File: config.mk
export PLATFORM = sky130hd
export DESIGN_NAME = modbus_tcp_request_framer
export DESIGN_NICKNAME = d
export VERILOG_FILES = /design/src/rtl/mtf_pkg.sv /design/src/rtl/mtf_input_reg.sv /design/src/rtl/mtf_builder.sv /design/src/rtl/mtf_serializer.sv /design/src/rtl/modbus_tcp_request_framer.sv
export VERILOG_INCLUDE_DIRS = /design/src /design/src/rtl
export SDC_FILE = /design/constraint.sdc
export NUM_CORES = 1
export LEC_CHECK = 0
export ABC_AREA = 1
export BUFFER_PORTS_ARGS = -buffer_cell sky130_fd_sc_hd__clkbuf_2
export CELL_PAD_IN_SITES_DETAIL_PLACEMENT = 0
export CELL_PAD_IN_SITES_GLOBAL_PLACEMENT = 1
export CORE_UTILIZATION = 41
export CTS_CLUSTER_SIZE = 24
export DETAILED_ROUTE_END_ITERATION = 16
export PLACE_DENSITY_LB_ADDON = 0.1
export SYNTH_ARGS = -nofsm -noshare
export SYNTH_HDL_FRONTEND = slang
export SYNTH_SLANG_ARGS = --single-unit
File: constraint.sdc
create_clock -name clk -period 4.7 [get_ports clk]
set_clock_uncertainty 0.05 [all_clocks]
set_input_delay 0.47 -clock clk [delete_from_list [all_inputs] [get_ports clk]]
set_output_delay 0.47 -clock clk [all_outputs]
set_load 0.03 [all_outputs]
File: src/rtl/modbus_tcp_request_framer_macros.svh
// ----------------------------------------------------------------------------
// Modbus TCP request framer assertion macros
// Concurrent checks that compile away when SYNTH is defined.
// ----------------------------------------------------------------------------
`ifndef MODBUS_TCP_REQUEST_FRAMER_MACROS_SVH
`define MODBUS_TCP_REQUEST_FRAMER_MACROS_SVH

`ifndef SYNTH
// same-cycle implication
`define MTF_ASSERT_IMP(label, clk, rst, ante, cons) \
  label: assert property (@(posedge clk) disable iff (rst) (ante) |-> (cons)) \
    else $error("assertion failed");
// next-cycle implication
`define MTF_ASSERT_NXT(label, clk, rst, ante, cons) \
  label: assert property (@(posedge clk) disable iff (rst) (ante) |=> (cons)) \
    else $error("assertion failed");
`else
`define MTF_ASSERT_IMP(label, clk, rst, ante, cons)
`define MTF_ASSERT_NXT(label, clk, rst, ante, cons)
`endif

`endif

File: src/rtl/mtf_pkg.sv
// ----------------------------------------------------------------------------
// Modbus TCP request framer package
// Shared types, function codes and frame constants.
// ----------------------------------------------------------------------------
`timescale 1ns / 1ps

package mtf_pkg;

  localparam int MAX_BYTES  = 13;
  localparam int CNT_W      = 4;
  localparam int S_TDATA_W  = 56;

  localparam logic ACTION_HEADER = 1'b0;
  localparam logic ACTION_DATA   = 1'b1;

  localparam logic [7:0] FC_READ_COILS      = 8'd1;
  localparam logic [7:0] FC_READ_DISCRETE   = 8'd2;
  localparam logic [7:0] FC_READ_HOLDING    = 8'd3;
  localparam logic [7:0] FC_READ_INPUT      = 8'd4;
  localparam logic [7:0] FC_WRITE_COIL      = 8'd5;
  localparam logic [7:0] FC_WRITE_REGISTER  = 8'd6;
  localparam logic [7:0] FC_WRITE_COILS     = 8'd15;
  localparam logic [7:0] FC_WRITE_REGISTERS = 8'd16;

  localparam logic [7:0]  UNIT_ID_RESET  = 8'd1;
  localparam logic [15:0] TID_RESET      = 16'd1;
  localparam logic [15:0] LEN_SHORT      = 16'd6;
  localparam logic [15:0] LEN_MULTI_BASE = 16'd7;
  localparam logic [11:0] BYTE_COUNT_MAX = 12'd255;
  localparam logic [11:0] COIL_ROUND     = 12'd7;

  localparam logic [CNT_W-1:0] CNT_SHORT_FRAME = CNT_W'(12);
  localparam logic [CNT_W-1:0] CNT_MULTI_HEAD  = CNT_W'(13);

  typedef struct packed {
    logic        action;
    logic [7:0]  function_code;
    logic [15:0] start_address;
    logic [10:0] quantity;
    logic [15:0] data_word;
  } item_t;

  typedef struct packed {
    logic [MAX_BYTES-1:0][7:0] frame_bytes;
    logic [CNT_W-1:0]          count;
    logic                      frame_end;
    logic                      bad_request;
  } desc_t;

endpackage

File: src/rtl/mtf_input_reg.sv
// ----------------------------------------------------------------------------
// Input register
// Captures one item from the slave stream and holds it for the builder.
// ----------------------------------------------------------------------------
`timescale 1ns / 1ps

module mtf_input_reg
  import mtf_pkg::*;
(
  input  logic                 clk,
  input  logic                 rst,
  input  logic                 s_tvalid,
  output logic                 s_tready,
  // function_code[7:0], start_address[23:8], quantity[34:24], data_word[50:35], zero pad
  input  logic [S_TDATA_W-1:0] s_tdata,
  // action[0]
  input  logic                 s_tuser,
  input  logic                 take,
  output logic                 item_valid,
  output item_t                item
);

  assign s_tready = !item_valid || take;

  always_ff @(posedge clk) begin
    if (rst) begin
      item_valid <= 1'b0;
    end else if (s_tvalid && s_tready) begin
      item_valid <= 1'b1;
    end else if (take) begin
      item_valid <= 1'b0;
    end
  end

  always_ff @(posedge clk) begin
    if (s_tvalid && s_tready) begin
      item.action        <= s_tuser;
      item.function_code <= s_tdata[7:0];
      item.start_address <= s_tdata[23:8];
      item.quantity      <= s_tdata[34:24];
      item.data_word     <= s_tdata[50:35];
    end
  end

endmodule

File: src/rtl/mtf_builder.sv
// ----------------------------------------------------------------------------
// Frame builder
// Holds the request state and turns one item into a frame descriptor.
// ----------------------------------------------------------------------------
`timescale 1ns / 1ps
`include "modbus_tcp_request_framer_macros.svh"

module mtf_builder
  import mtf_pkg::*;
(
  input  logic       clk,
  input  logic       rst,
  input  logic       cfg_valid,
  output logic       cfg_ready,
  input  logic [7:0] cfg_data,
  input  logic       item_valid,
  input  item_t      item,
  input  logic       space,
  output logic       take,
  output logic       desc_valid,
  output desc_t      desc
);

  logic [7:0]  unit_id;
  logic [15:0] transaction_id;
  logic [7:0]  active_function;
  logic [10:0] items_left;
  logic [2:0]  bit_index;
  logic [7:0]  coil_accumulator;
  logic        in_payload;

  logic [15:0] transaction_id_next;
  logic [7:0]  active_function_next;
  logic [10:0] items_left_next;
  logic [2:0]  bit_index_next;
  logic [7:0]  coil_accumulator_next;
  logic        in_payload_next;

  logic [11:0] coil_sum;
  logic [11:0] byte_count;
  logic [15:0] frame_len;
  logic [10:0] left_dec;
  logic [7:0]  acc_merged;
  logic [2:0]  bit_inc;

  assign cfg_ready = 1'b1;

  assign coil_sum   = {1'b0, item.quantity} + COIL_ROUND;
  assign byte_count = (item.function_code == FC_WRITE_COILS) ?
                      {3'b000, coil_sum[11:3]} : {item.quantity, 1'b0};
  assign frame_len  = LEN_MULTI_BASE + {4'b0000, byte_count};
  assign left_dec   = items_left - 11'd1;
  assign acc_merged = coil_accumulator | ({7'b0000000, item.data_word[0]} << bit_index);
  assign bit_inc    = bit_index + 3'd1;

  always_comb begin
    desc                  = '0;
    transaction_id_next   = transaction_id;
    active_function_next  = active_function;
    items_left_next       = items_left;
    bit_index_next        = bit_index;
    coil_accumulator_next = coil_accumulator;
    in_payload_next       = in_payload;

    desc.frame_bytes[0] = transaction_id[15:8];
    desc.frame_bytes[1] = transaction_id[7:0];
    desc.frame_bytes[4] = LEN_SHORT[15:8];
    desc.frame_bytes[5] = LEN_SHORT[7:0];
    desc.frame_bytes[6] = unit_id;
    desc.frame_bytes[7] = item.function_code;
    desc.frame_bytes[8] = item.start_address[15:8];
    desc.frame_bytes[9] = item.start_address[7:0];

    if (item.action == ACTION_HEADER) begin
      in_payload_next       = 1'b0;
      items_left_next       = '0;
      bit_index_next        = '0;
      coil_accumulator_next = '0;
      unique case (item.function_code) inside
        FC_READ_COILS, FC_READ_DISCRETE, FC_READ_HOLDING, FC_READ_INPUT: begin
          if (item.quantity == '0) begin
            desc.frame_bytes = '0;
            desc.count       = CNT_W'(1);
            desc.bad_request = 1'b1;
          end else begin
            desc.frame_bytes[10] = {5'b00000, item.quantity[10:8]};
            desc.frame_bytes[11] = item.quantity[7:0];
            desc.count           = CNT_SHORT_FRAME;
            desc.frame_end       = 1'b1;
            transaction_id_next  = transaction_id + 16'd1;
          end
        end
        FC_WRITE_COIL, FC_WRITE_REGISTER: begin
          desc.frame_bytes[10] = item.data_word[15:8];
          desc.frame_bytes[11] = item.data_word[7:0];
          desc.count           = CNT_SHORT_FRAME;
          desc.frame_end       = 1'b1;
          transaction_id_next  = transaction_id + 16'd1;
        end
        FC_WRITE_COILS, FC_WRITE_REGISTERS: begin
          if (item.quantity == '0 || byte_count > BYTE_COUNT_MAX) begin
            desc.frame_bytes = '0;
            desc.count       = CNT_W'(1);
            desc.bad_request = 1'b1;
          end else begin
            desc.frame_bytes[4]  = frame_len[15:8];
            desc.frame_bytes[5]  = frame_len[7:0];
            desc.frame_bytes[10] = {5'b00000, item.quantity[10:8]};
            desc.frame_bytes[11] = item.quantity[7:0];
            desc.frame_bytes[12] = byte_count[7:0];
            desc.count           = CNT_MULTI_HEAD;
            transaction_id_next  = transaction_id + 16'd1;
            active_function_next = item.function_code;
            items_left_next      = item.quantity;
            in_payload_next      = 1'b1;
          end
        end
        default: begin
          desc.frame_bytes = '0;
          desc.count       = CNT_W'(1);
          desc.bad_request = 1'b1;
        end
      endcase
    end else begin
      desc.frame_bytes = '0;
      if (!in_payload || items_left == '0) begin
        in_payload_next = 1'b0;
      end else begin
        items_left_next = left_dec;
        if (active_function == FC_WRITE_REGISTERS) begin
          desc.frame_bytes[0] = item.data_word[15:8];
          desc.frame_bytes[1] = item.data_word[7:0];
          desc.count          = CNT_W'(2);
          desc.frame_end      = (left_dec == '0);
          if (left_dec == '0) begin
            in_payload_next = 1'b0;
          end
        end else if (bit_inc == '0 || left_dec == '0) begin
          desc.frame_bytes[0]   = acc_merged;
          desc.count            = CNT_W'(1);
          desc.frame_end        = (left_dec == '0);
          coil_accumulator_next = '0;
          bit_index_next        = bit_inc;
          if (left_dec == '0) begin
            in_payload_next = 1'b0;
            bit_index_next  = '0;
          end
        end else begin
          coil_accumulator_next = acc_merged;
          bit_index_next        = bit_inc;
        end
      end
    end
  end

  assign desc_valid = item_valid && (desc.count != '0);
  assign take       = item_valid && ((desc.count == '0) || space);

  always_ff @(posedge clk) begin
    if (rst) begin
      unit_id <= UNIT_ID_RESET;
    end else if (cfg_valid && cfg_ready) begin
      unit_id <= cfg_data;
    end
  end

  always_ff @(posedge clk) begin
    if (rst) begin
      transaction_id   <= TID_RESET;
      active_function  <= '0;
      items_left       <= '0;
      bit_index        <= '0;
      coil_accumulator <= '0;
      in_payload       <= 1'b0;
    end else if (take) begin
      transaction_id   <= transaction_id_next;
      active_function  <= active_function_next;
      items_left       <= items_left_next;
      bit_index        <= bit_index_next;
      coil_accumulator <= coil_accumulator_next;
      in_payload       <= in_payload_next;
    end
  end

  `MTF_ASSERT_NXT(a_tid_advance, clk, rst, take && (desc.count >= CNT_SHORT_FRAME),
                  transaction_id == $past(transaction_id) + 16'd1)
  `MTF_ASSERT_NXT(a_tid_hold_bad, clk, rst, take && desc.bad_request,
                  $stable(transaction_id) && !in_payload)
  `MTF_ASSERT_NXT(a_end_closes, clk, rst, take && desc.frame_end,
                  !in_payload && (items_left == '0))

endmodule

File: src/rtl/mtf_serializer.sv
// ----------------------------------------------------------------------------
// Byte serializer
// Holds one frame descriptor and shifts its bytes out on the master stream.
// ----------------------------------------------------------------------------
`timescale 1ns / 1ps

module mtf_serializer
  import mtf_pkg::*;
(
  input  logic       clk,
  input  logic       rst,
  input  logic       desc_valid,
  input  desc_t      desc,
  output logic       space,
  output logic       m_tvalid,
  input  logic       m_tready,
  // out_byte[7:0]
  output logic [7:0] m_tdata,
  output logic       m_tlast,
  // bad_request[0]
  output logic       m_tuser
);

  logic [MAX_BYTES-1:0][7:0] frame_bytes;
  logic [CNT_W-1:0]          count;
  logic                      frame_end;
  logic                      bad_request;

  assign space    = (count == '0) || ((count == CNT_W'(1)) && m_tready);
  assign m_tvalid = (count != '0);
  assign m_tdata  = frame_bytes[0];
  assign m_tlast  = (count == CNT_W'(1)) && frame_end;
  assign m_tuser  = bad_request;

  always_ff @(posedge clk) begin
    if (rst) begin
      count <= '0;
    end else if (desc_valid && space) begin
      count <= desc.count;
    end else if (m_tvalid && m_tready) begin
      count <= count - CNT_W'(1);
    end
  end

  always_ff @(posedge clk) begin
    if (desc_valid && space) begin
      frame_bytes <= desc.frame_bytes;
      frame_end   <= desc.frame_end;
      bad_request <= desc.bad_request;
    end else if (m_tvalid && m_tready) begin
      frame_bytes <= frame_bytes >> 8;
    end
  end

endmodule

File: src/rtl/modbus_tcp_request_framer.sv
// ----------------------------------------------------------------------------
// Modbus TCP request framer
// Serializes request items into Modbus TCP frame bytes, one byte per output item.
// ----------------------------------------------------------------------------
// Slave stream: one item per handshake; tuser is the action (header or data),
// tdata carries function code, address, quantity and data word.
// Master stream: one frame byte per handshake; tlast marks the last byte of a
// frame, tuser marks a rejected request (a single zero byte, no tlast).
// Config channel: cfg_valid/cfg_ready/cfg_data writes the unit id; write
// only while no item is in flight.
// Path: an item is captured in the input register, passes the combinational
// builder and is loaded into the byte shift register once that has space; the
// first byte is valid as soon as it sits in the shift register. The shift
// register emits one byte per cycle while m_tready is high, so a read or
// single-write header is 12 bytes, a multiple-write header 13, a register item
// 2, a coil item 1 or none. Items that emit nothing pass at one a cycle.
// A new item is held in the input register while bytes still drain.
// Stall: when m_tready is low the current byte holds and the input side
// fills and then deasserts s_tready.
// Reset: sync, active high; transaction id 1, unit id 1, no frame pending.
// ----------------------------------------------------------------------------
`timescale 1ns / 1ps

module modbus_tcp_request_framer
  import mtf_pkg::*;
(
  input  logic                 clk,
  input  logic                 rst,
  input  logic                 s_tvalid,
  output logic                 s_tready,
  // function_code[7:0], start_address[23:8], quantity[34:24], data_word[50:35], zero pad
  input  logic [S_TDATA_W-1:0] s_tdata,
  // action[0]
  input  logic                 s_tuser,
  output logic                 m_tvalid,
  input  logic                 m_tready,
  // out_byte[7:0]
  output logic [7:0]           m_tdata,
  output logic                 m_tlast,
  // bad_request[0]
  output logic                 m_tuser,
  input  logic                 cfg_valid,
  output logic                 cfg_ready,
  input  logic [7:0]           cfg_data
);

  logic  take;
  logic  item_valid;
  item_t item;
  logic  space;
  logic  desc_valid;
  desc_t desc;

  mtf_input_reg u_input_reg (
    .clk        (clk),
    .rst        (rst),
    .s_tvalid   (s_tvalid),
    .s_tready   (s_tready),
    .s_tdata    (s_tdata),
    .s_tuser    (s_tuser),
    .take       (take),
    .item_valid (item_valid),
    .item       (item)
  );

  mtf_builder u_builder (
    .clk        (clk),
    .rst        (rst),
    .cfg_valid  (cfg_valid),
    .cfg_ready  (cfg_ready),
    .cfg_data   (cfg_data),
    .item_valid (item_valid),
    .item       (item),
    .space      (space),
    .take       (take),
    .desc_valid (desc_valid),
    .desc       (desc)
  );

  mtf_serializer u_serializer (
    .clk        (clk),
    .rst        (rst),
    .desc_valid (desc_valid),
    .desc       (desc),
    .space      (space),
    .m_tvalid   (m_tvalid),
    .m_tready   (m_tready),
    .m_tdata    (m_tdata),
    .m_tlast    (m_tlast),
    .m_tuser    (m_tuser)
  );

endmodule
# Yosys cells after proc, flatten, opt, wreduce, memory -nomap -nowiden
# Index checks and enable logic that the tools add are counted.
[totals]
reg_bits = 218
in_bits = 70
output_inout_bits = 13
[classes]
addsub = 6
order_cmp = 1
n_eq_ne = 15
n_shift = 1
muxes = 52
n_bitwise = 3
n_reduce_logical = 34
[op_table]
columns = ["operator", "count"]
rows = [
  ["case mux 80 bit (3 select lines)", 1],
  ["2-to-1 mux 104 bit", 2],
  ["2-to-1 mux 109 bit", 1],
  ["case mux 16 bit (3 select lines)", 2],
  ["2-to-1 mux 16 bit", 5],
  ["2-to-1 mux 80 bit", 1],
  ["2-to-1 mux 8 bit", 6],
  ["2-to-1 mux 11 bit", 4],
  ["logical NOT 11 bit", 3],
  ["2-to-1 mux 32 bit", 1],
  ["2-to-1 mux 13 bit", 2],
  ["equality test 8 x 3 -> 1 bit (second input constant)", 3],
  ["2-to-1 mux 24 bit", 1],
  ["2-to-1 mux 21 bit", 1],
  ["adder 16 x 1 -> 16 bit (second input constant)", 1],
  ["equality test 8 x 2 -> 1 bit (second input constant)", 2],
  ["equality test 8 x 5 -> 1 bit (second input constant)", 2],
  ["2-to-1 mux 4 bit", 4],
  ["2-to-1 mux 3 bit", 5],
  ["adder 3 x 12 -> 13 bit (first input constant)", 1],
  ["adder 11 x 3 -> 12 bit (second input constant)", 1],
  ["> comparator 12 x 8 -> 1 bit (second input constant)", 1],
  ["2-to-1 mux 1 bit", 12],
  ["2-to-1 mux 12 bit", 1],
  ["28 further kinds", 49],
]

# Depth between registers and ports, before layout
# Gate-level depths: netlist of run 1.
[logic_depth]
word_depth = 13
mapped_depth = 19

# Cells and area by module
# From an unflattened synthesis of run 1, not the netlist that was laid out.
[unflattened]
cells_unflattened = 1335
area_unflattened_um2 = 10980.5
[modules_own_cells]
columns = ["module", "instances", "cells_per_inst", "area_per_inst_um2"]
rows = [
  ["mtf_serializer", 1, 492, 4834.6],
  ["mtf_builder", 1, 785, 4536.9],
  ["mtf_input_reg", 1, 58, 1609.0],
]

# Least setup slack after synthesis of run 1
# OpenSTA, ideal clock, no wires.
[synth_path]
path_kind = "register to register"
startpoint = "register u_builder.items_left[0]"
endpoint = "register u_serializer.frame_bytes[100] (netlist name), enable pin"
setup_ns = 0.458
t_arrival_ns = 4.032
setup_slack_ns = 0.160
stages_incl_launch_ff = 17
n_path_buf = 0
path_cell_list = "dfxtp_1 > inv_1 > ha_1 > inv_1 > nor2_1 > nor2_1 > nand2_1 > nor2_1 > nand2_1 > nor2_1 > nand3_1 > nand2_2 > nand2_2 > nand3_4 > nand3_1 > and2_1 > inv_1"
[synth_via]
elab_chain_len = 11
word_cells_on_any_way = 13
[synth_lines]
columns = ["item", "line", "rtl"]
rows = [
  ["from (decl)", "mtf_builder.sv:27", "logic [10:0] items_left;"],
  ["from (signal assigned)", "mtf_builder.sv:178", "items_left <= items_left_next;"],
  ["subtractor 11 x 1 -> 11 bit", "mtf_builder.sv:52", "assign left_dec = items_left - 11'd1;"],
  ["logical NOT 11 bit", "mtf_builder.sv:138", "end else if (bit_inc == '0 || left_dec == '0) begin"],
  ["logical OR 1 bit", "mtf_builder.sv:138", ""],
  ["2-to-1 mux 13 bit", "mtf_builder.sv:138", ""],
  ["2-to-1 mux 13 bit", "mtf_builder.sv:130", "if (active_function == FC_WRITE_REGISTERS) begin"],
  ["2-to-1 mux 21 bit *", "mtf_builder.sv:126", "if (!in_payload || items_left == '0) begin"],
  ["2-to-1 mux 109 bit *", "mtf_builder.sv:74", "if (item.action == ACTION_HEADER) begin"],
  ["nonzero test 4 bit *", "mtf_builder.sv:156", "assign desc_valid = item_valid && (desc.count != '0);"],
  ["logical AND 1 bit *", "mtf_builder.sv:156", ""],
  ["logical AND 1 bit *", "mtf_serializer.sv:46", "if (desc_valid && space) begin"],
  ["nonzero test 2 bit (no source line) *", "-", ""],
  ["to (signal assigned)", "mtf_serializer.sv:47", "frame_bytes <= desc.frame_bytes;"],
  ["to (signal assigned)", "mtf_serializer.sv:51", "frame_bytes <= frame_bytes >> 8;"],
  ["to (decl)", "mtf_serializer.sv:24", "logic [MAX_BYTES-1:0][7:0] frame_bytes;"],
]
# Every way passes the cells marked *; elsewhere a longest branch is shown, timed or not.
# A chain may end at the register's enable or synchronous reset.

# Worst setup path after layout of run 1
[layout_path]
startpoint = "register u_builder.items_left[0]"
endpoint = "register u_serializer.frame_bytes[58] (netlist name), data pin"
[layout_via]
elab_chain_len = 11
word_cells_on_any_way = 13
[layout_lines]
columns = ["item", "line"]
rows = [
  ["subtractor 11 x 1 -> 11 bit", "mtf_builder.sv:52"],
  ["logical NOT 11 bit", "mtf_builder.sv:138"],
  ["logical OR 1 bit", "mtf_builder.sv:138"],
  ["2-to-1 mux 13 bit", "mtf_builder.sv:138"],
  ["2-to-1 mux 13 bit", "mtf_builder.sv:130"],
  ["2-to-1 mux 21 bit *", "mtf_builder.sv:126"],
  ["2-to-1 mux 109 bit *", "mtf_builder.sv:74"],
  ["nonzero test 4 bit *", "mtf_builder.sv:156"],
  ["logical AND 1 bit *", "mtf_builder.sv:156"],
  ["logical AND 1 bit *", "mtf_serializer.sv:46"],
  ["2-to-1 mux 104 bit *", "mtf_serializer.sv:46"],
]
# Marks and branches as above.

==> results of run 1 <==
==> metal layers <==
layer  GRT usage [%]  up-vias  share of wire [%]
li1                -     4060                  -
met1            31.1     3713                 48
met2            31.8      200                 44
met3            2.99       43                4.9
met4            6.00        0                2.4
met5               0        -                  0
==> logic make-up (layout without fill, tap and decap cells) <==
kind of cell	count (synthesis)	after routing	share of synthesized area, %
buf+inv	191	275	7.67
fa+ha+maj	11	11	1.31
compound gates	117	117	6.54
xor+xnor	23	23	1.92
other cells	1	1	0.0357
flops	218	218	56.7
simple gates	628	628	25.9
==> cell type report <==
| type | instances | share of cell area (%) |
|---|---|---|
| clock inverters | 14 | 1.04 |
| flip-flops and latches | 218 | 49.6 |
| multi-input cells | 780 | 31.2 |
| inverters | 140 | 4.41 |
| repair buffers | 89 | 4.30 |
| well taps | 330 | 3.44 |
| clock buffers | 32 | 6.05 |
==> sequential cells by signal, summed over array words and instances, names as in the netlist <==
register,flops
u_serializer.frame_bytes,96
u_input_reg.item,52
u_builder.transaction_id,16
u_builder.items_left,11
u_builder.active_function,8
u_builder.coil_accumulator,8
u_builder.unit_id,8
u_serializer.m_tdata,8
u_serializer.count,4
u_builder.bit_index,3
u_builder.in_payload,1
u_input_reg.item_valid,1
u_serializer.frame_end,1
u_serializer.m_tuser,1
==> synthesized netlist by cell type (4+ instances only) <==
cell	number	area share [%]
nand2_1	374	13
edfxtp_1	158	45
inv_1	130	4.7
nor2_1	112	4.0
dfxtp_1	60	11
nand3_1	56	2.7
nand4_1	50	3.0
a21oi_1	30	1.4
o21ai_0	29	1.4
o21ai_1	27	1.3
buf_2	21	1.0
xor2_1	18	1.5
clkbuf_1	13	0.47
buf_4	12	0.86
ha_1	11	1.3
inv_2	9	0.32
nor2_2	9	0.54
o22ai_1	9	0.54
nand2_2	7	0.42
nor3_1	7	0.33
o221ai_1	7	0.58
o31ai_1	5	0.36
xnor2_1	5	0.42
nand3_4	4	0.67
==> worst max path at each step <==
stage	from	end	slack, ns	cells past startpoint
after floorplan	u_builder.items_left[0]	u_serializer.frame_bytes[100]	0.16	16
after global placement	u_builder.items_left[0]	u_serializer.frame_bytes[80]	1.22	18
after detailed placement	u_builder.items_left[0]	u_serializer.frame_bytes[80]	1.19	18
after CTS	u_builder.items_left[0]	u_serializer.frame_bytes[80]	1.18	18
after global routing	u_builder.items_left[0]	u_serializer.frame_bytes[80]	0.91	18
final	u_builder.items_left[0]	u_serializer.frame_bytes[58]	1.17	18
==> power by group <==
| part | total, mW | switching, mW | internal, mW |
|---|---|---|---|
| combinational | 1.60 | 1.12 | 0.484 |
| sequential | 3.03 | 0.192 | 2.84 |
| clock | 2.01 | 0.809 | 1.20 |
| total | 6.64 | 2.12 | 4.52 |
==> worst max-delay path, delay by kind of cell, from the launching register on <==
family	cells	cell delay (ns)
compound gates	1	0.07
fa+ha+maj	1	0.28
buf+inv	4	0.84
flops	1	0.36
simple gates	12	1.65
==> per-stage QoR <==
step | setup WS [ns] | hold WS (ns)
2_1_floorplan | 0.160 | 0.379
3_3_place_gp | 1.22 | 0.395
3_5_place_dp | 1.19 | 0.404
4_1_cts | 1.18 | 0.0475
5_1_grt | 0.908 | 0.0450
6_report | 1.17 | 0.0564
==> out/qor.txt, run 1 <==
crit path kind - reg2reg
Fin. Hold Viols - 0
gpl congestion - 0.868
# Post-CTS Setup Buffers - 0
Hold EP - u_input_reg.item[50]
initial antenna violation count - 0
CP max stage cell - nand3_4
syn nets - 1270
max-slew headroom at the worst pin - 42.7%
TritonRoute pass-1 iters - 5
area growth from synthesis to layout - 14.3%
cell total after placement - 1557
# port buffers - 76
Starting DRT DRC Count - 668
vias in the first global route - 7587
Hold Path Class - in2reg
Multi-input gate area - 3740 um^2
Post-synth top flop - edfxtp_1
Synth cell types - 41
Starting Density - 41.8%
Async S/R FF share, synth - 0%
Clock Tree Root - clkbuf_16
crit share post-route - 75.0%
final net count - 1336
fin crit period - 3.53 ns
clock slew at the register clock pins of the worst setup and hold paths - 0.07 ns
crit-path cells - inv_1 -> ha_1 -> inv_1 -> nor2_1 -> nor2_1 -> nand2_1 -> nor2_1 -> nand2_1 -> nor2_1 -> nand3_1 -> nand2_2 -> nand2_2 -> nand3_4 -> nand3_4 -> buf_4 -> buf_4 -> nand2_1 -> o21ai_0
hold path startpoint - s_tdata[7]
Synth Instances - 1189
Final Core Density - 47.8%
final non-filler cell total - 1603
Max IR drop VDD - 0.000453 V
Worst setup SP type - register
FF/Latch Area - 5950 um^2
Placement Cell Area - 11100 um^2
number of flops mapped to enable cells by yosys - 158
HPWL Detailed - 18.5 mm
R2R depth - 18
status - finished clean
Tot GR Track Use - 21.0%
first-pass GRT wire length - 42.6 mm
Final Setup Violations - 0
overall die width - 162 um
largest net degree at the start of global routing - 57
mapped cell area - 10500 um^2
row count - 58
post-route cell area - 12000 um^2
setup TNS - 0 ns
pwr dens - 554 nW/um^2
Worst setup EP type - register
via count - 8016
io pins - 83
synthesis-stage register bit count - 218
Slowest Stage Delay on Critical Path - 0.39 ns
most common cell after layout, fill and taps aside - nand2_1
# hold bufs at CTS - 0
worst-path maximum fanout - 36
Worst path most repeated cell - nor2_1
CORE AREA - 25100 um^2
synth warn - 0
layout cells sized above 1 - 13.4%
pins over their slew limit - 0
Reg2Reg Setup Slack - 1.17 ns
DRC - 0
DR WL/cell - 16.8 um
overall power - 6.64 mW
maximum clock insertion buffer count - 3
final WL - 26.9 mm
htree depth - 1
Detail Route Antenna Nets - 0
WP data required - 4.93 ns
CTS resizes - 0
Lkg Pwr - 5.20 nW
antenna fix cells - 0
CTS tree - done
Clock Sinks - 218
reg-to-reg critical path startpoint - u_builder.items_left[0]
total grt overflow - 0
die footprint - 26200 um^2
Arr. time, crit path - 3.76 ns
Fillers - 2541
CTS buffer count - 26
worst-margin pin slew - 0.859 ns
RSZ-0062 raised after global routing - false
Clock Latency Late Sink - 0.54 ns
Max-cap violations - 0
register area share after synthesis - 56.7%
die height - 162 um
highest achievable clock rate - 284 MHz
Reg2Reg Capture Point - u_serializer.frame_bytes[58]
commonest non-fill, non-tap cells in the layout - nand2_1, edfxtp_1, inv_1
worst hold stages - 1
synthesized area per cell - 8.82 um^2
post-DR vias/cell - 5.00
No activity file was read; power rests on OpenSTA's default activity.
==> inputs of run 2 (changes only) <==
clock period = 3.6 ns   (was 4.7 ns; I/O delays follow)
==> run 2 against run 1 <==
Net effect: power up 31%; setup slack worse by 0.77 ns; via count up 2.4%; critical path type is now reg2out; critical endpoint is now s_tready.
==> out/qor.txt, run 2 (synthesis gave the netlist of run 1 again) <==
Hold Path Class - in2reg
layout cells sized above 1 - 13.5% (+0.071 points)
Seq pwr share - 45.5% (about the same)
RSZ-0062 raised after global routing - false
# Post-CTS Setup Buffers - 0 (unchanged)
die height - 162 um (unchanged)
CP max stage cell - dfxtp_1
Clock Sinks - 218 (unchanged)
total grt overflow - 0 (unchanged)
Worst path most repeated cell - nor2_1
Fin. Hold Viols - 0 (unchanged)
pins over their slew limit - 0 (unchanged)
CTS tree - done
first-pass GRT wire length - 42.6 mm (-0.13%)
Clock Latency Late Sink - 0.52 ns (-0.02 ns)
overall die width - 162 um (unchanged)
post-DR vias/cell - 4.94 (-1.3%)
clock slew at the register clock pins of the worst setup and hold paths - 0.06 ns (about the same)
CTS buffer count - 26 (unchanged)
Slowest Stage Delay on Critical Path - 0.37 ns (-0.02 ns)
# port buffers - 76 (unchanged)
most common cell after layout, fill and taps aside - nand2_1
Clock Power Share - 29.3% (-1.0 points)
CP top delay family - simple AND/OR/NAND/NOR gates
crit path kind - reg2out
Clock Tree Root - clkbuf_16
via count - 8209 (+2.4%)
Arr. time, crit path - 2.78 ns (-0.98 ns)
Pint - 5.95 mW (+31%)
worst-path maximum fanout - 8 (-78%)
HPWL Detailed - 18.6 mm (+0.43%)
commonest non-fill, non-tap cells in the layout - nand2_1, edfxtp_1, inv_1
Max-cap violations - 0 (unchanged)
setup slack after layout - 0.407 ns (-0.766 ns)
Logic pwr share - 25.2% (+1.1 points)
area growth from synthesis to layout - 20.3%
Starting Density - 41.8% (unchanged)
TritonRoute pass-1 iters - 8 (+3)
Final Core Density - 50.3% (+2.5 points)
Final Setup Violations - 0 (unchanged)
post-route cell area - 12600 um^2 (+5.2%)
WP data required - 3.19 ns (-1.74 ns)
Worst setup EP type - output pin
final net count - 1397 (+4.6%)
sw frac - 31.5% (-0.39 points)
final WL - 26.9 mm (+0.26%)
highest achievable clock rate - 313 MHz
Setup WS pre-CTS - 0.511 ns (-0.684 ns)
gpl congestion - 0.866 (-0.28%)
Biggest register - u_serializer.frame_bytes
vias in the first global route - 7827 (+3.2%)
htree depth - 1 (unchanged)
io pins - 83 (unchanged)
crit share post-route - 88.7%
DRC - 0 (unchanged)
max-slew headroom at the worst pin - 44.4% (+1.7 points)
Placement Cell Area - 11200 um^2 (+0.93%)
crit-path cells - inv_2 -> ha_4 -> inv_1 -> nor2_2 -> nor2_1 -> nand2_1 -> nor2_1 -> nand2_1 -> nor2_1 -> nand3_1 -> nand2_2 -> nand2_4 -> nand3_4 -> nand3_1 -> clkbuf_2
row count - 58 (unchanged)
switching power - 2.74 mW (+29%)
status - finished clean
largest net degree at the start of global routing - 53 (-7.0%)
DR WL/cell - 16.2 um (-3.4%)
worst-margin pin slew - 0.834 ns (-0.0253 ns)
Tot GR Track Use - 20.9% (-0.079 points)
fin crit period - 3.19 ns
Detail Route Antenna Nets - 0 (unchanged)
die footprint - 26200 um^2 (unchanged)
max reg flops - 96 (unchanged)
Largest regs - u_serializer.frame_bytes: 96 flops, u_input_reg.item: 52 flops, u_builder.transaction_id: 16 flops
Worst setup SP type - register
Max IR drop VDD - 0.000389 V (-14%)
antenna fix cells - 0 (unchanged)
Starting DRT DRC Count - 622 (-6.9%)
pwr dens - 688 nW/um^2 (+24%)
overall power - 8.68 mW (+31%)
Worst Hold Slack - 0.0236 ns (-0.0329 ns)
initial antenna violation count - 0 (unchanged)
Worst Path Buf+Inv - 3 (-1)
CORE AREA - 25100 um^2 (unchanged)
maximum clock insertion buffer count - 3 (unchanged)
Lkg Pwr - 5.47 nW (+5.0%)
## run 2: cell types whose count changed in the layout (fill, tap and decap cells not counted), sizes merged
cell / delta
clkinv: -1
clkbuf: +3
buf: +6
inv: -2
dlygate4sd3: +55
clkinvlp: -1
## run 2: path summary, 6_finish.rpt
kind / end / slack (ns) / from / depth (start not counted)
worst max-delay path: s_tready / 0.41 / u_builder.items_left[0] / 15
worst min-delay path: u_builder.unit_id[1] / 0.02 / cfg_data[1] / 3
worst max register to register: u_serializer.frame_bytes[47] / 0.49 / u_builder.items_left[0] / 17
worst min register to register: u_builder.active_function[5] / 0.40 / u_builder.active_function[5] / 2
## run 2: through the flow
step           TNS, ns  std cells
3_5_place_dp         0       1563
4_1_cts              0       1663
2_1_floorplan    -8.58       1189
6_report             0       1663
3_3_place_gp         0       1563
5_1_grt              0       1663
## run 2: what timing repair did
item,4_1_cts,5_1_grt
endpoints found under the setup margin,0,0
hold buffers,55,0
endpoints found under the hold margin,55,0
gates resized for setup,0,0
## run 2: layout make-up
cell class | instances | area [um^2]
timing repair buffer | 150 | 1120
clock inverter | 10 | 93.8
multi-input combinational | 780 | 3790
inverter | 140 | 531
fill | 2451 | 12500
tap | 330 | 413
clock buffer | 35 | 726
sequential | 218 | 5950
## run 2: power by group through the flow
| stage | Sequential [mW] | Clock [mW] | Combinational [mW] |
|---|---|---|---|
| floorplan | 3.94 | 0 | 1.63 |
| global placement | 3.99 | 0 | 2.15 |
| detailed placement | 3.99 | 0 | 2.17 |
| CTS | 3.95 | 2.60 | 2.22 |
| global route | 4.02 | 2.69 | 2.47 |
| finish | 3.95 | 2.54 | 2.19 |
## run 2: per-layer routing
layer | up-vias | global-route usage (%) | routed length [um]
li1 | 4173 | - | -
met1 | 3817 | 30.4 | 13200
met2 | 190 | 33.1 | 12100
met3 | 29 | 2.73 | 1170
met4 | 0 | 4.80 | 487
met5 | - | 0 | 0
## run 2: worst reg2reg max path, stage by stage, from the launching register on
cell,delay (ns)
dfxtp_1,0.37
inv_2,0.11
ha_4,0.18
inv_1,0.06
nor2_2,0.04
nor2_1,0.16
nand2_1,0.08
nor2_1,0.10
nand2_1,0.07
nor2_1,0.13
nand3_1,0.15
nand2_2,0.13
nand2_4,0.08
nand3_4,0.17
nand3_4,0.33
clkinv_2,0.27
nand2_2,0.24
o21ai_1,0.22
==> inputs of run 3 (changes only) <==
CORE_ASPECT_RATIO = 0.9   (was not set)
==> run 3 against run 2 <==
Net effect: sequential cell count unchanged; via count down 0.69%; first-iteration DRC count up 14%; cell area down 0.31%; count of clock-buffer cells in the layout down 3; critical path depth unchanged; die area about the same; non-clock buffer count up 4; setup slack worse by 0.027 ns; clock power down 7%; critical endpoint unchanged.
==> out/qor.txt, run 3 (synthesis gave the netlist of run 1 again) <==
worst hold stages - 3 (unchanged)
Max-cap violations - 0 (unchanged)
Final Core Density - 50.1% (-0.17 points)
reg-to-reg critical path startpoint - u_builder.items_left[0]
hold path startpoint - cfg_data[4]
crit path kind - reg2out
Starting DRT DRC Count - 711 (+14%)
DR WL/cell - 16.4 um (+1.3%)
R2R depth - 17 (unchanged)
crit share post-route - 89.5% (+0.75 points)
# port buffers - 76 (unchanged)
overall die width - 171 um (+5.3%)
total grt overflow - 0 (unchanged)
commonest non-fill, non-tap cells in the layout - nand2_1, edfxtp_1, inv_1
post-route cell area - 12600 um^2 (-0.31%)
# Post-CTS Setup Buffers - 0 (unchanged)
Worst Path Buf+Inv - 3 (unchanged)
CTS tree - done
CTS resizes - 0 (unchanged)
Worst Hold Slack - 0.0299 ns (+0.00636 ns)
Hold EP - u_builder.unit_id[4]
# hold bufs at CTS - 58 (+5.5%)
switching power - 2.75 mW (+0.48%)
worst-margin pin slew - 0.860 ns (+0.0263 ns)
Reg2Reg Capture Point - u_serializer.m_tdata[2]
Clock Sinks - 218 (unchanged)
Slowest Stage Delay on Critical Path - 0.37 ns (about the same)
Seq pwr share - 46.4% (+0.9 points)
TritonRoute pass-1 iters - 5 (-3)
clock slew at the register clock pins of the worst setup and hold paths - 0.06 ns (about the same)
highest achievable clock rate - 311 MHz (-0.84%)
HPWL Detailed - 19.0 mm (+2.2%)
Clock Power Share - 27.7% (-1.6 points)
status - finished clean
Starting Density - 41.8% (about the same)
Logic pwr share - 26.0% (+0.8 points)
max-slew headroom at the worst pin - 42.6% (-1.8 points)
RSZ-0062 raised after global routing - false
worst-path maximum fanout - 8 (unchanged)
CP max stage cell - dfxtp_1
fin crit period - 3.22 ns (+0.0271 ns)
Placement Cell Area - 11300 um^2 (about the same)
Worst path most repeated cell - nor2_1
Clock Tree Root - clkbuf_16
Max IR drop VDD - 0.000380 V (-2.4%)
io pins - 83 (unchanged)
Clock Latency Late Sink - 0.52 ns (about the same)
Worst setup SP type - register
DRC - 0 (unchanged)
CP top delay family - simple AND/OR/NAND/NOR gates
final net count - 1400 (+0.21%)
pins over their slew limit - 0 (unchanged)
first-pass GRT wire length - 43.2 mm (+1.5%)
Fin. Hold Viols - 0 (unchanged)
CTS buffer count - 25 (-3.8%)
Pint - 5.76 mW (-3.2%)
row count - 55 (-5.2%)
gpl congestion - 0.858 (-0.90%)
vias in the first global route - 7922 (+1.2%)
Detail Route Antenna Nets - 0 (unchanged)
maximum clock insertion buffer count - 3 (unchanged)
Final Setup Violations - 0 (unchanged)
die footprint - 26200 um^2 (about the same)
final WL - 27.5 mm (+2.3%)
post-DR vias/cell - 4.86 (-1.6%)
WP data required - 3.19 ns (about the same)
initial antenna violation count - 0 (unchanged)
max reg flops - 96 (unchanged)
htree depth - 1 (unchanged)
via count - 8152 (-0.69%)
CORE AREA - 25100 um^2 (about the same)
Worst setup EP type - output pin
sw frac - 32.3% (+0.81 points)
die height - 154 um (-5.1%)
antenna fix cells - 0 (unchanged)
pwr dens - 676 nW/um^2 (-1.7%)
Hold Path Class - in2reg
overall power - 8.51 mW (-2.0%)
Arr. time, crit path - 2.81 ns (+0.03 ns)
area growth from synthesis to layout - 19.9%
crit-path cells - inv_2 -> ha_4 -> inv_1 -> nor2_2 -> nor2_1 -> nand2_1 -> nor2_1 -> nand2_1 -> nor2_1 -> nand3_1 -> nand2_2 -> nand2_4 -> nand3_4 -> nand3_1 -> clkbuf_2
Biggest register - u_serializer.frame_bytes
Reg2Reg Setup Slack - 0.56 ns (+0.07 ns)
Largest regs - u_serializer.frame_bytes: 96 flops, u_input_reg.item: 52 flops, u_builder.transaction_id: 16 flops
largest net degree at the start of global routing - 89 (+68%)
most common cell after layout, fill and taps aside - nand2_1
layout cells sized above 1 - 13.3% (-0.19 points)
Tot GR Track Use - 21.4% (+0.52 points)
Lkg Pwr - 5.43 nW (-0.62%)
==> run 3: changes by cell type in the layout (fill, tap and decap cells not counted), sizes merged <==
cell,change
buf,+1
bufinv,-1
clkbuf,-3
clkinv,+1
clkinvlp,+3
dlygate4sd3,+3
==> run 3: worst min-delay path, cell delays in order <==
cell	delay, ns
clkbuf_2	0.08
nor2_1	0.04
nor2_1	0.08
==> run 3: through the flow <==
stage	setup TNS, ns	worst slack [ns]	std cells
after floorplan	-8.58	-0.0825	1189
after CTS	0	0.347	1679
after detailed placement	0	0.564	1576
after global placement	0	0.599	1576
after global routing	0	0.220	1679
final	0	0.379	1679
==> run 3: power by group through the flow <==
| stage | Clock (mW) | Combinational (mW) | Sequential [mW] |
|---|---|---|---|
| 2_1_floorplan | 0 | 1.63 | 3.94 |
| 3_3_place_gp | 0 | 2.17 | 3.98 |
| 3_5_place_dp | 0 | 2.19 | 3.99 |
| 4_1_cts | 2.41 | 2.24 | 3.94 |
| 5_1_grt | 2.50 | 2.51 | 4.01 |
| 6_report | 2.35 | 2.21 | 3.94 |
==> run 3: cell type report <==
type,count,area [um^2]
fill,2397,12500
tap,342,428
clock inverter,13,88.8
timing repair buffer,154,1150
sequential,218,5950
inverter,140,531
clock buffer,32,652
multi-input combinational,780,3790
==> run 3: how the worst max path moves through the flow <==
stage / slack (ns) / depth (start not counted) / from / endpoint
after floorplan: -0.08 / 11 / u_input_reg.item[44] / u_serializer.frame_bytes[100]
after global placement: 0.60 / 17 / u_builder.items_left[0] / u_serializer.frame_bytes[46]
after detailed placement: 0.56 / 16 / u_builder.items_left[0] / u_serializer.frame_bytes[83]
after CTS: 0.35 / 15 / u_builder.items_left[0] / s_tready
after global routing: 0.22 / 15 / u_builder.items_left[0] / s_tready
final: 0.38 / 15 / u_builder.items_left[0] / s_tready
==> run 3: layer usage <==
layer	vias to the layer above	wire, um	share of wire, %	GRT usage [%]
met3	38	1120	4.1	2.78
met2	157	12000	44	33.2
li1	4186	-	-	-
met1	3771	13800	50	31.5
met5	-	0	0	0
met4	0	609	2.2	5.41
